--- config.mk ---
export PLATFORM = sky130hd
export DESIGN_NAME = ultrasonic_echo_ranger_top
export DESIGN_NICKNAME = d
export VERILOG_FILES = /design/src/rtl/uer_pkg.sv /design/src/rtl/uer_cfg_regs.sv /design/src/rtl/uer_ctrl.sv /design/src/rtl/ultrasonic_echo_ranger_top.sv
export SDC_FILE = /design/constraint.sdc
export NUM_CORES = 1
export LEC_CHECK = 0
export ABC_AREA = 1
export BUFFER_PORTS_ARGS = -buffer_cell sky130_fd_sc_hd__clkbuf_2
export CORE_ASPECT_RATIO = 0.75
export CORE_MARGIN = 2
export CORE_UTILIZATION = 45
export DETAILED_ROUTE_END_ITERATION = 12
export PLACE_DENSITY = 0.71
export SYNTH_ARGS = -nofsm -noshare
export SYNTH_HDL_FRONTEND = slang
export SYNTH_SLANG_ARGS = --single-unit
--- constraint.sdc ---
create_clock -name aclk -period 11.63 [get_ports aclk]
set_input_delay 0.5815 -clock aclk [delete_from_list [all_inputs] [get_ports aclk]]
set_output_delay 0.5815 -clock aclk [all_outputs]
set_load 0.05 [all_outputs]
--- src/rtl/uer_pkg.sv ---
// Shared types and constants for the ultrasonic echo ranger.
`timescale 1ns / 1ps

package uer_pkg;

    localparam int unsigned TRIG_W    = 8;
    localparam int unsigned TIMEOUT_W = 16;
    localparam int unsigned GLITCH_W  = 6;
    localparam int unsigned TRAVEL_W  = 16;
    localparam int unsigned DIST_W    = 11;
    localparam int unsigned CFG_IDX_W = 2;
    localparam int unsigned CFG_DATA_W = 16;
    localparam int unsigned S_TDATA_W = 8;
    localparam int unsigned M_TDATA_W = 32;

    localparam logic [CFG_IDX_W-1:0] CFG_TRIGGER = 2'd0;
    localparam logic [CFG_IDX_W-1:0] CFG_TIMEOUT = 2'd1;
    localparam logic [CFG_IDX_W-1:0] CFG_GLITCH  = 2'd2;

    localparam logic [TRIG_W-1:0]    TRIGGER_RST = 8'd20;
    localparam logic [TIMEOUT_W-1:0] TIMEOUT_RST = 16'd19140;
    localparam logic [GLITCH_W-1:0]  GLITCH_RST  = 6'd30;

    typedef struct packed {
        logic [TRIG_W-1:0]    trigger_ticks;
        logic [TIMEOUT_W-1:0] timeout_ticks;
        logic [GLITCH_W-1:0]  glitch_ticks;
    } cfg_t;

    typedef struct packed {
        logic [DIST_W-1:0]   distance_cm;
        logic [TRAVEL_W-1:0] travel_ticks;
        logic                timed_out;
        logic                done_res;
        logic                busy_res;
        logic                trigger;
    } res_t;

endpackage

--- src/rtl/uer_cfg_regs.sv ---
// Configuration register file for the echo ranger.
`timescale 1ns / 1ps

module uer_cfg_regs (
    input  logic                            aclk,
    input  logic                            aresetn,
    input  logic                            cfg_we,
    input  logic [uer_pkg::CFG_IDX_W-1:0]   cfg_index,
    input  logic [uer_pkg::CFG_DATA_W-1:0]  cfg_wdata,
    output uer_pkg::cfg_t                   cfg
);
    import uer_pkg::*;

    cfg_t cfg_reg;
    cfg_t cfg_next;

    always_comb begin
        cfg_next = cfg_reg;
        if (cfg_we) begin
            case (cfg_index)
                CFG_TRIGGER: cfg_next.trigger_ticks = cfg_wdata[TRIG_W-1:0];
                CFG_TIMEOUT: cfg_next.timeout_ticks = cfg_wdata[TIMEOUT_W-1:0];
                CFG_GLITCH:  cfg_next.glitch_ticks  = cfg_wdata[GLITCH_W-1:0];
                default:     cfg_next = cfg_reg;
            endcase
        end
    end

    always_ff @(posedge aclk) begin
        if (!aresetn) begin
            cfg_reg.trigger_ticks <= TRIGGER_RST;
            cfg_reg.timeout_ticks <= TIMEOUT_RST;
            cfg_reg.glitch_ticks  <= GLITCH_RST;
        end else begin
            cfg_reg <= cfg_next;
        end
    end

    assign cfg = cfg_reg;

endmodule

--- src/rtl/uer_ctrl.sv ---
// Ranging sequencer: trigger pulse, echo timing and distance conversion per tick.
`timescale 1ns / 1ps

module uer_ctrl (
    input  logic          aclk,
    input  logic          aresetn,
    input  logic          step_en,
    input  logic          start_req,
    input  logic          echo,
    input  uer_pkg::cfg_t cfg,
    output uer_pkg::res_t res
);
    import uer_pkg::*;

    localparam logic [1:0] PH_IDLE = 2'd0;
    localparam logic [1:0] PH_TRIG = 2'd1;
    localparam logic [1:0] PH_WAIT = 2'd2;
    localparam logic [1:0] PH_MEAS = 2'd3;

    // floor(x / 58) = (x * ceil(2^22 / 58)) >> 22 for every 16-bit x
    localparam int unsigned DIV_SHIFT = 22;
    localparam int unsigned RECIP_W   = 17;
    localparam int unsigned PROD_W    = TRAVEL_W + RECIP_W;
    localparam logic [RECIP_W-1:0] DIV58_RECIP = 17'd72316;

    logic [1:0]           phase_reg, phase_next;
    logic [TRAVEL_W-1:0]  elapsed_reg, elapsed_next;
    logic [TRAVEL_W-1:0]  last_high_reg, last_high_next;
    logic [GLITCH_W-1:0]  low_run_reg, low_run_next;
    logic [TRIG_W-1:0]    pulse_reg, pulse_next;

    logic [TRIG_W-1:0]    trig_len;
    logic [TRAVEL_W-1:0]  elapsed_inc;
    logic [TRAVEL_W-1:0]  travel;
    logic [PROD_W-1:0]    prod;
    logic                 trig;
    logic                 done;
    logic                 tmo;

    assign trig_len    = (cfg.trigger_ticks == '0) ? TRIG_W'(1) : cfg.trigger_ticks;
    assign elapsed_inc = (elapsed_reg == '1) ? elapsed_reg : elapsed_reg + TRAVEL_W'(1);

    always_comb begin
        phase_next     = phase_reg;
        elapsed_next   = elapsed_reg;
        last_high_next = last_high_reg;
        low_run_next   = low_run_reg;
        pulse_next     = pulse_reg;
        trig           = 1'b0;
        done           = 1'b0;
        tmo            = 1'b0;
        travel         = '0;
        case (phase_reg)
            PH_IDLE: begin
                if (start_req) begin
                    trig       = 1'b1;
                    pulse_next = TRIG_W'(1);
                    phase_next = (TRIG_W'(1) >= trig_len) ? PH_WAIT : PH_TRIG;
                end
            end
            PH_TRIG: begin
                trig       = 1'b1;
                pulse_next = pulse_reg + TRIG_W'(1);
                if (pulse_next >= trig_len) begin
                    phase_next = PH_WAIT;
                end
            end
            PH_WAIT: begin
                if (echo) begin
                    elapsed_next   = '0;
                    last_high_next = '0;
                    low_run_next   = '0;
                    phase_next     = PH_MEAS;
                    if (cfg.timeout_ticks == '0) begin
                        done       = 1'b1;
                        tmo        = 1'b1;
                        phase_next = PH_IDLE;
                    end
                end
            end
            PH_MEAS: begin
                elapsed_next = elapsed_inc;
                if (echo) begin
                    low_run_next   = '0;
                    last_high_next = elapsed_inc;
                    if (elapsed_inc >= cfg.timeout_ticks) begin
                        done       = 1'b1;
                        tmo        = 1'b1;
                        travel     = elapsed_inc;
                        phase_next = PH_IDLE;
                    end
                end else if (low_run_reg >= cfg.glitch_ticks) begin
                    done       = 1'b1;
                    travel     = last_high_reg;
                    phase_next = PH_IDLE;
                end else begin
                    low_run_next = low_run_reg + GLITCH_W'(1);
                end
            end
            default: phase_next = PH_IDLE;
        endcase
    end

    assign prod = PROD_W'(travel) * PROD_W'(DIV58_RECIP);

    always_comb begin
        res.trigger      = trig;
        res.busy_res     = (phase_next != PH_IDLE);
        res.done_res     = done;
        res.timed_out    = tmo;
        res.travel_ticks = travel;
        res.distance_cm  = prod[DIV_SHIFT +: DIST_W];
    end

    always_ff @(posedge aclk) begin
        if (!aresetn) begin
            phase_reg     <= PH_IDLE;
            elapsed_reg   <= '0;
            last_high_reg <= '0;
            low_run_reg   <= '0;
            pulse_reg     <= '0;
        end else if (step_en) begin
            phase_reg     <= phase_next;
            elapsed_reg   <= elapsed_next;
            last_high_reg <= last_high_next;
            low_run_reg   <= low_run_next;
            pulse_reg     <= pulse_next;
        end
    end

endmodule

--- src/rtl/ultrasonic_echo_ranger_top.sv ---
// Top level of the ultrasonic echo ranger: stream ports, beat registers, assertions.
// An accepted input beat goes through the input register, the sequencer step, then the
// result register. Throughput: one beat per cycle while m_axis_tready does not stall the
// output. Reset (aresetn low, synchronous) empties both beat registers, returns the
// sequencer to idle and loads the register defaults.
`timescale 1ns / 1ps

module ultrasonic_echo_ranger_top (
    input  logic                            aclk,
    input  logic                            aresetn,
    input  logic                            s_axis_tvalid,
    output logic                            s_axis_tready,
    // [0] start_req, [1] echo, [7:2] zero
    input  logic [uer_pkg::S_TDATA_W-1:0]   s_axis_tdata,
    output logic                            m_axis_tvalid,
    input  logic                            m_axis_tready,
    // [0] trigger, [1] busy_res, [2] done_res, [3] timed_out,
    // [19:4] travel_ticks, [30:20] distance_cm, [31] zero
    output logic [uer_pkg::M_TDATA_W-1:0]   m_axis_tdata,
    input  logic                            cfg_we,
    input  logic [uer_pkg::CFG_IDX_W-1:0]   cfg_index,
    input  logic [uer_pkg::CFG_DATA_W-1:0]  cfg_wdata
);
    import uer_pkg::*;

    cfg_t cfg;
    res_t res;
    res_t res_reg;

    logic in_valid_reg;
    logic start_reg;
    logic echo_reg;
    logic out_valid_reg;
    logic advance;
    logic step_en;

    assign advance       = !out_valid_reg || m_axis_tready;
    assign step_en       = in_valid_reg && advance;
    assign s_axis_tready = !in_valid_reg || advance;

    uer_cfg_regs u_cfg (
        .aclk      (aclk),
        .aresetn   (aresetn),
        .cfg_we    (cfg_we),
        .cfg_index (cfg_index),
        .cfg_wdata (cfg_wdata),
        .cfg       (cfg)
    );

    uer_ctrl u_ctrl (
        .aclk      (aclk),
        .aresetn   (aresetn),
        .step_en   (step_en),
        .start_req (start_reg),
        .echo      (echo_reg),
        .cfg       (cfg),
        .res       (res)
    );

    always_ff @(posedge aclk) begin
        if (!aresetn) begin
            in_valid_reg <= 1'b0;
        end else if (s_axis_tready) begin
            in_valid_reg <= s_axis_tvalid;
        end
    end

    always_ff @(posedge aclk) begin
        if (s_axis_tvalid && s_axis_tready) begin
            start_reg <= s_axis_tdata[0];
            echo_reg  <= s_axis_tdata[1];
        end
    end

    always_ff @(posedge aclk) begin
        if (!aresetn) begin
            out_valid_reg <= 1'b0;
        end else if (advance) begin
            out_valid_reg <= in_valid_reg;
        end
    end

    always_ff @(posedge aclk) begin
        if (step_en) begin
            res_reg <= res;
        end
    end

    assign m_axis_tvalid = out_valid_reg;
    assign m_axis_tdata  = {1'b0, res_reg.distance_cm, res_reg.travel_ticks,
                            res_reg.timed_out, res_reg.done_res,
                            res_reg.busy_res, res_reg.trigger};

    a_done_not_busy: assert property (@(posedge aclk) disable iff (!aresetn)
        m_axis_tvalid && res_reg.done_res |-> !res_reg.busy_res)
        else $error("done beat still reports busy");

    a_timeout_with_done: assert property (@(posedge aclk) disable iff (!aresetn)
        m_axis_tvalid && res_reg.timed_out |-> res_reg.done_res)
        else $error("timeout flagged without done");

    a_idle_payload_zero: assert property (@(posedge aclk) disable iff (!aresetn)
        m_axis_tvalid && !res_reg.done_res |->
            res_reg.travel_ticks == '0 && res_reg.distance_cm == '0)
        else $error("travel reported without done");

    a_stall_holds_state: assert property (@(posedge aclk) disable iff (!aresetn)
        m_axis_tvalid && !m_axis_tready |=> $stable(res_reg) && m_axis_tvalid)
        else $error("result beat changed under stall");

endmodule

==> impl_metrics.toml <==
[hold_path]
hold_class = "primary input to flop"

[floorplanning]
rows = 48
start_util_pct = 45.8
die_width_um = 180
io_pins = 65
die-area_um2 = 24600
die_y_um = 136
coreArea_um2 = 22900

[placed_design]
dpl.cell_count = 1645
io_buffer_count = 57
dpl_cell_area_um2 = 11100
dp_hpwl_um = 20400
place.gp.congestion = 0.911
place_worst_setup_slack_ns = 2.11

[cells_and_area]
fin_nets = 1625
fin_cells = 1677
drive_above_1_share_pct = 9.37
area_delta_synth_final_pct = 11.1
largest_register_ffs = 31
design_area_um2 = 11700
antennaDiodeCount = 0

[global_routing]
grt_remaining_overflow = 0
grt_pass1_vias = 8447
antenna_found_initial = 0
grt_pass1_wl_um = 43100
grt_start_max_net_pins = 55
grt.total_usage_pct = 22.1

[clock_tree]
clock-root-buffer = "clkbuf_16"
clk_latency_ns = 0.42
numCtsBuffers = 17
cts_max_path_buffers = 2
htreeDepth = 4
path_clk_slew_ns = 0.06
cts_tree = "yes"
cts_setup_buffers = 0
cts_sinks = 113
postCtsHoldBufs = 0
cts_resized = 0

[yosys]
yosys.area.top_type = "ha_1"
netlist_instances = 1307
ys_types = 48
synthAdderAreaFrac_pct = 33.2
synth_mux_area_share_pct = 0
synth_warnings = 0
synth_top_area_share_pct = 17.8
synthMostInstantiatedCell = "inv_1"
ys_ff_latch = 113
syn_nets = 1568
yosysSeqAreaShare_pct = 24.7
synth_area_leaders = "ha_1 (18%), fa_1 (15%), dfxtp_1 (15%)"
synth-compound-area-share_pct = 12.3
avgSynthCellArea_um2 = 8.03
synth_edf_count = 33
netlist_top_cells_count = "inv_1 (289), nand2_1 (211), ha_1 (149)"
yosys_most_used_dff = "dfxtp_1"
synthXorXnorAreaFrac_pct = 2.25
ys_async_sr_fraction_pct = 0
syn_area_um2 = 10500
synth_top_family_by_area = "adder cells"
synth-simple-area-share_pct = 15.9

[timing]
rsz0062_at_grt = "false"
timing.final.crit_share_pct = 83.9
final_hold_viol_count = 0
worst_pin_slew_ns = 1.12
min_period_ns = 9.75
setup-tns-final_ns = 0
setup_violations = 0
timing_max_transition_violations_final = 0
maxSlewHeadroom_pct = 25.4
fin_skew_ns = 0.0116
worst_slack_ns = 1.88
max_freq_mhz = 103

[worst_setup_path]
crit_family = "adder cells"
cp.required_ns = 11.80
startpoint_type = "flop"
worst-setup-path-type = "flop to flop"
crit_fanout = 8
path_buf_inv = 6
max_stage_delay_ns = 0.87
crit_path_end_kind = "flop"
slowest_stage = "o22ai_1"
worstPathArrival_ns = 9.92

[routing]
vias = 8792
drt-total-wl_um = 26000
viasPerCell = 5.24
ant_nets = 0
drt_first_iter_violations = 815
dr.pass1.iters = 5
drc = 0
wl_per_cell_um = 15.5

[power_and_ir_drop]
leakagePower_nw = 6.14
p_per_area_nw_per_um2 = 86.2
peakVddDrop_mv = 0.0766

[flow_run]
cap_violations = 0

[status]
outcome = "finished, final reports clean"
==> worst paths after layout <==
path	startpoint	end	slack, ns	cells past startpoint
setup / recovery	u_ctrl.elapsed_reg[0]$_SDFFE_PN0P_	m_axis_tdata[28]$_DFFE_PP_	1.88	38
hold reg to reg	u_cfg.cfg[5]$_SDFFE_PN0P_	u_cfg.cfg[5]$_SDFFE_PN0P_	0.48	2
setup reg to reg	u_ctrl.elapsed_reg[0]$_SDFFE_PN0P_	m_axis_tdata[28]$_DFFE_PP_	1.88	38
hold / removal	s_axis_tdata[1]	echo_reg$_DFFE_PP_	0.34	1
==> layer usage <==
metal / wire length (µm) / vias to the layer above / global-route usage (%)
li1: - / 4298 / -
met4: 277 / 0 / 5.06
met5: 0 / - / 0
met2: 10700 / 327 / 32.5
met1: 12900 / 4140 / 32.7
met3: 2170 / 27 / 5.06
==> power by group <==
part	switching (mW)	total [mW]	leakage, nW	internal, mW
sequential	0.00602	0.424	0.968	0.418
clock	0.201	0.515	0.279	0.314
combinational	0.0500	0.0667	4.89	0.0167
==> final cells by class <==
cell class / count / area, µm²
clock buffers: 18 / 429
clock inverters: 14 / 140
fillers: 2185 / 11300
inverters: 295 / 1110
multi-input cells: 874 / 6690
flip-flops and latches: 113 / 2590
well taps: 300 / 375
repair buffers: 63 / 330
==> cells in the final DEF, fill, tap and decap left out, types with 5 or more instances in the layout <==
master     synthesis  routed
clkbuf_2           0      57
nand3_2            5       5
nor2_2             5       5
fa_1              81      81
a21oi_1          110     110
o21ai_0           66      65
o21a_1             7       7
buf_4              2       6
nor2_1            79      79
nand2_2            8       8
edfxtp_1          33      33
dfxtp_1           80      80
clkbuf_16          0      17
inv_2              4       5
xnor2_1            8       8
xor2_1            19      19
nand4_1           14      14
nand3_1           31      31
nor3_1            21      21
ha_1             149     149
inv_1            289     288
o211ai_1          13      13
nand2_1          211     211
a21o_1             5       5
==> logic make-up (layout without fill, tap and decap cells) <==
family	Yosys count	in the layout
other	1	1
AO/OA/AOI/OAI	229	229
AND/OR/NAND/NOR	387	387
XOR/XNOR	27	27
flip-flops	113	113
buffers and inverters	320	390
adder cells (fa/ha/maj)	230	230
==> through the flow <==
stage	total power, mW	hold WS (ns)	util [%]
after floorplan	0.478	0.435	-
after global placement	0.496	0.464	48.4
after detailed placement	0.498	0.474	48.4
after CTS	1.01	0.324	50.9
after global routing	1.03	0.330	50.9
final	1.01	0.339	50.9
==> worst register-to-register path: cells and delay by family (launching register included) <==
family                     cells  cell delay (ns)
AOI/OAI and AO/OA              6             2.11
xor gates and xnor gates       2             0.51
adders and majority gates      9             3.89
buffers and inverters          6             0.52
DFF                            1             0.38
and+or+nand+nor               15             2.09
(Power assumes the default switching activity.)
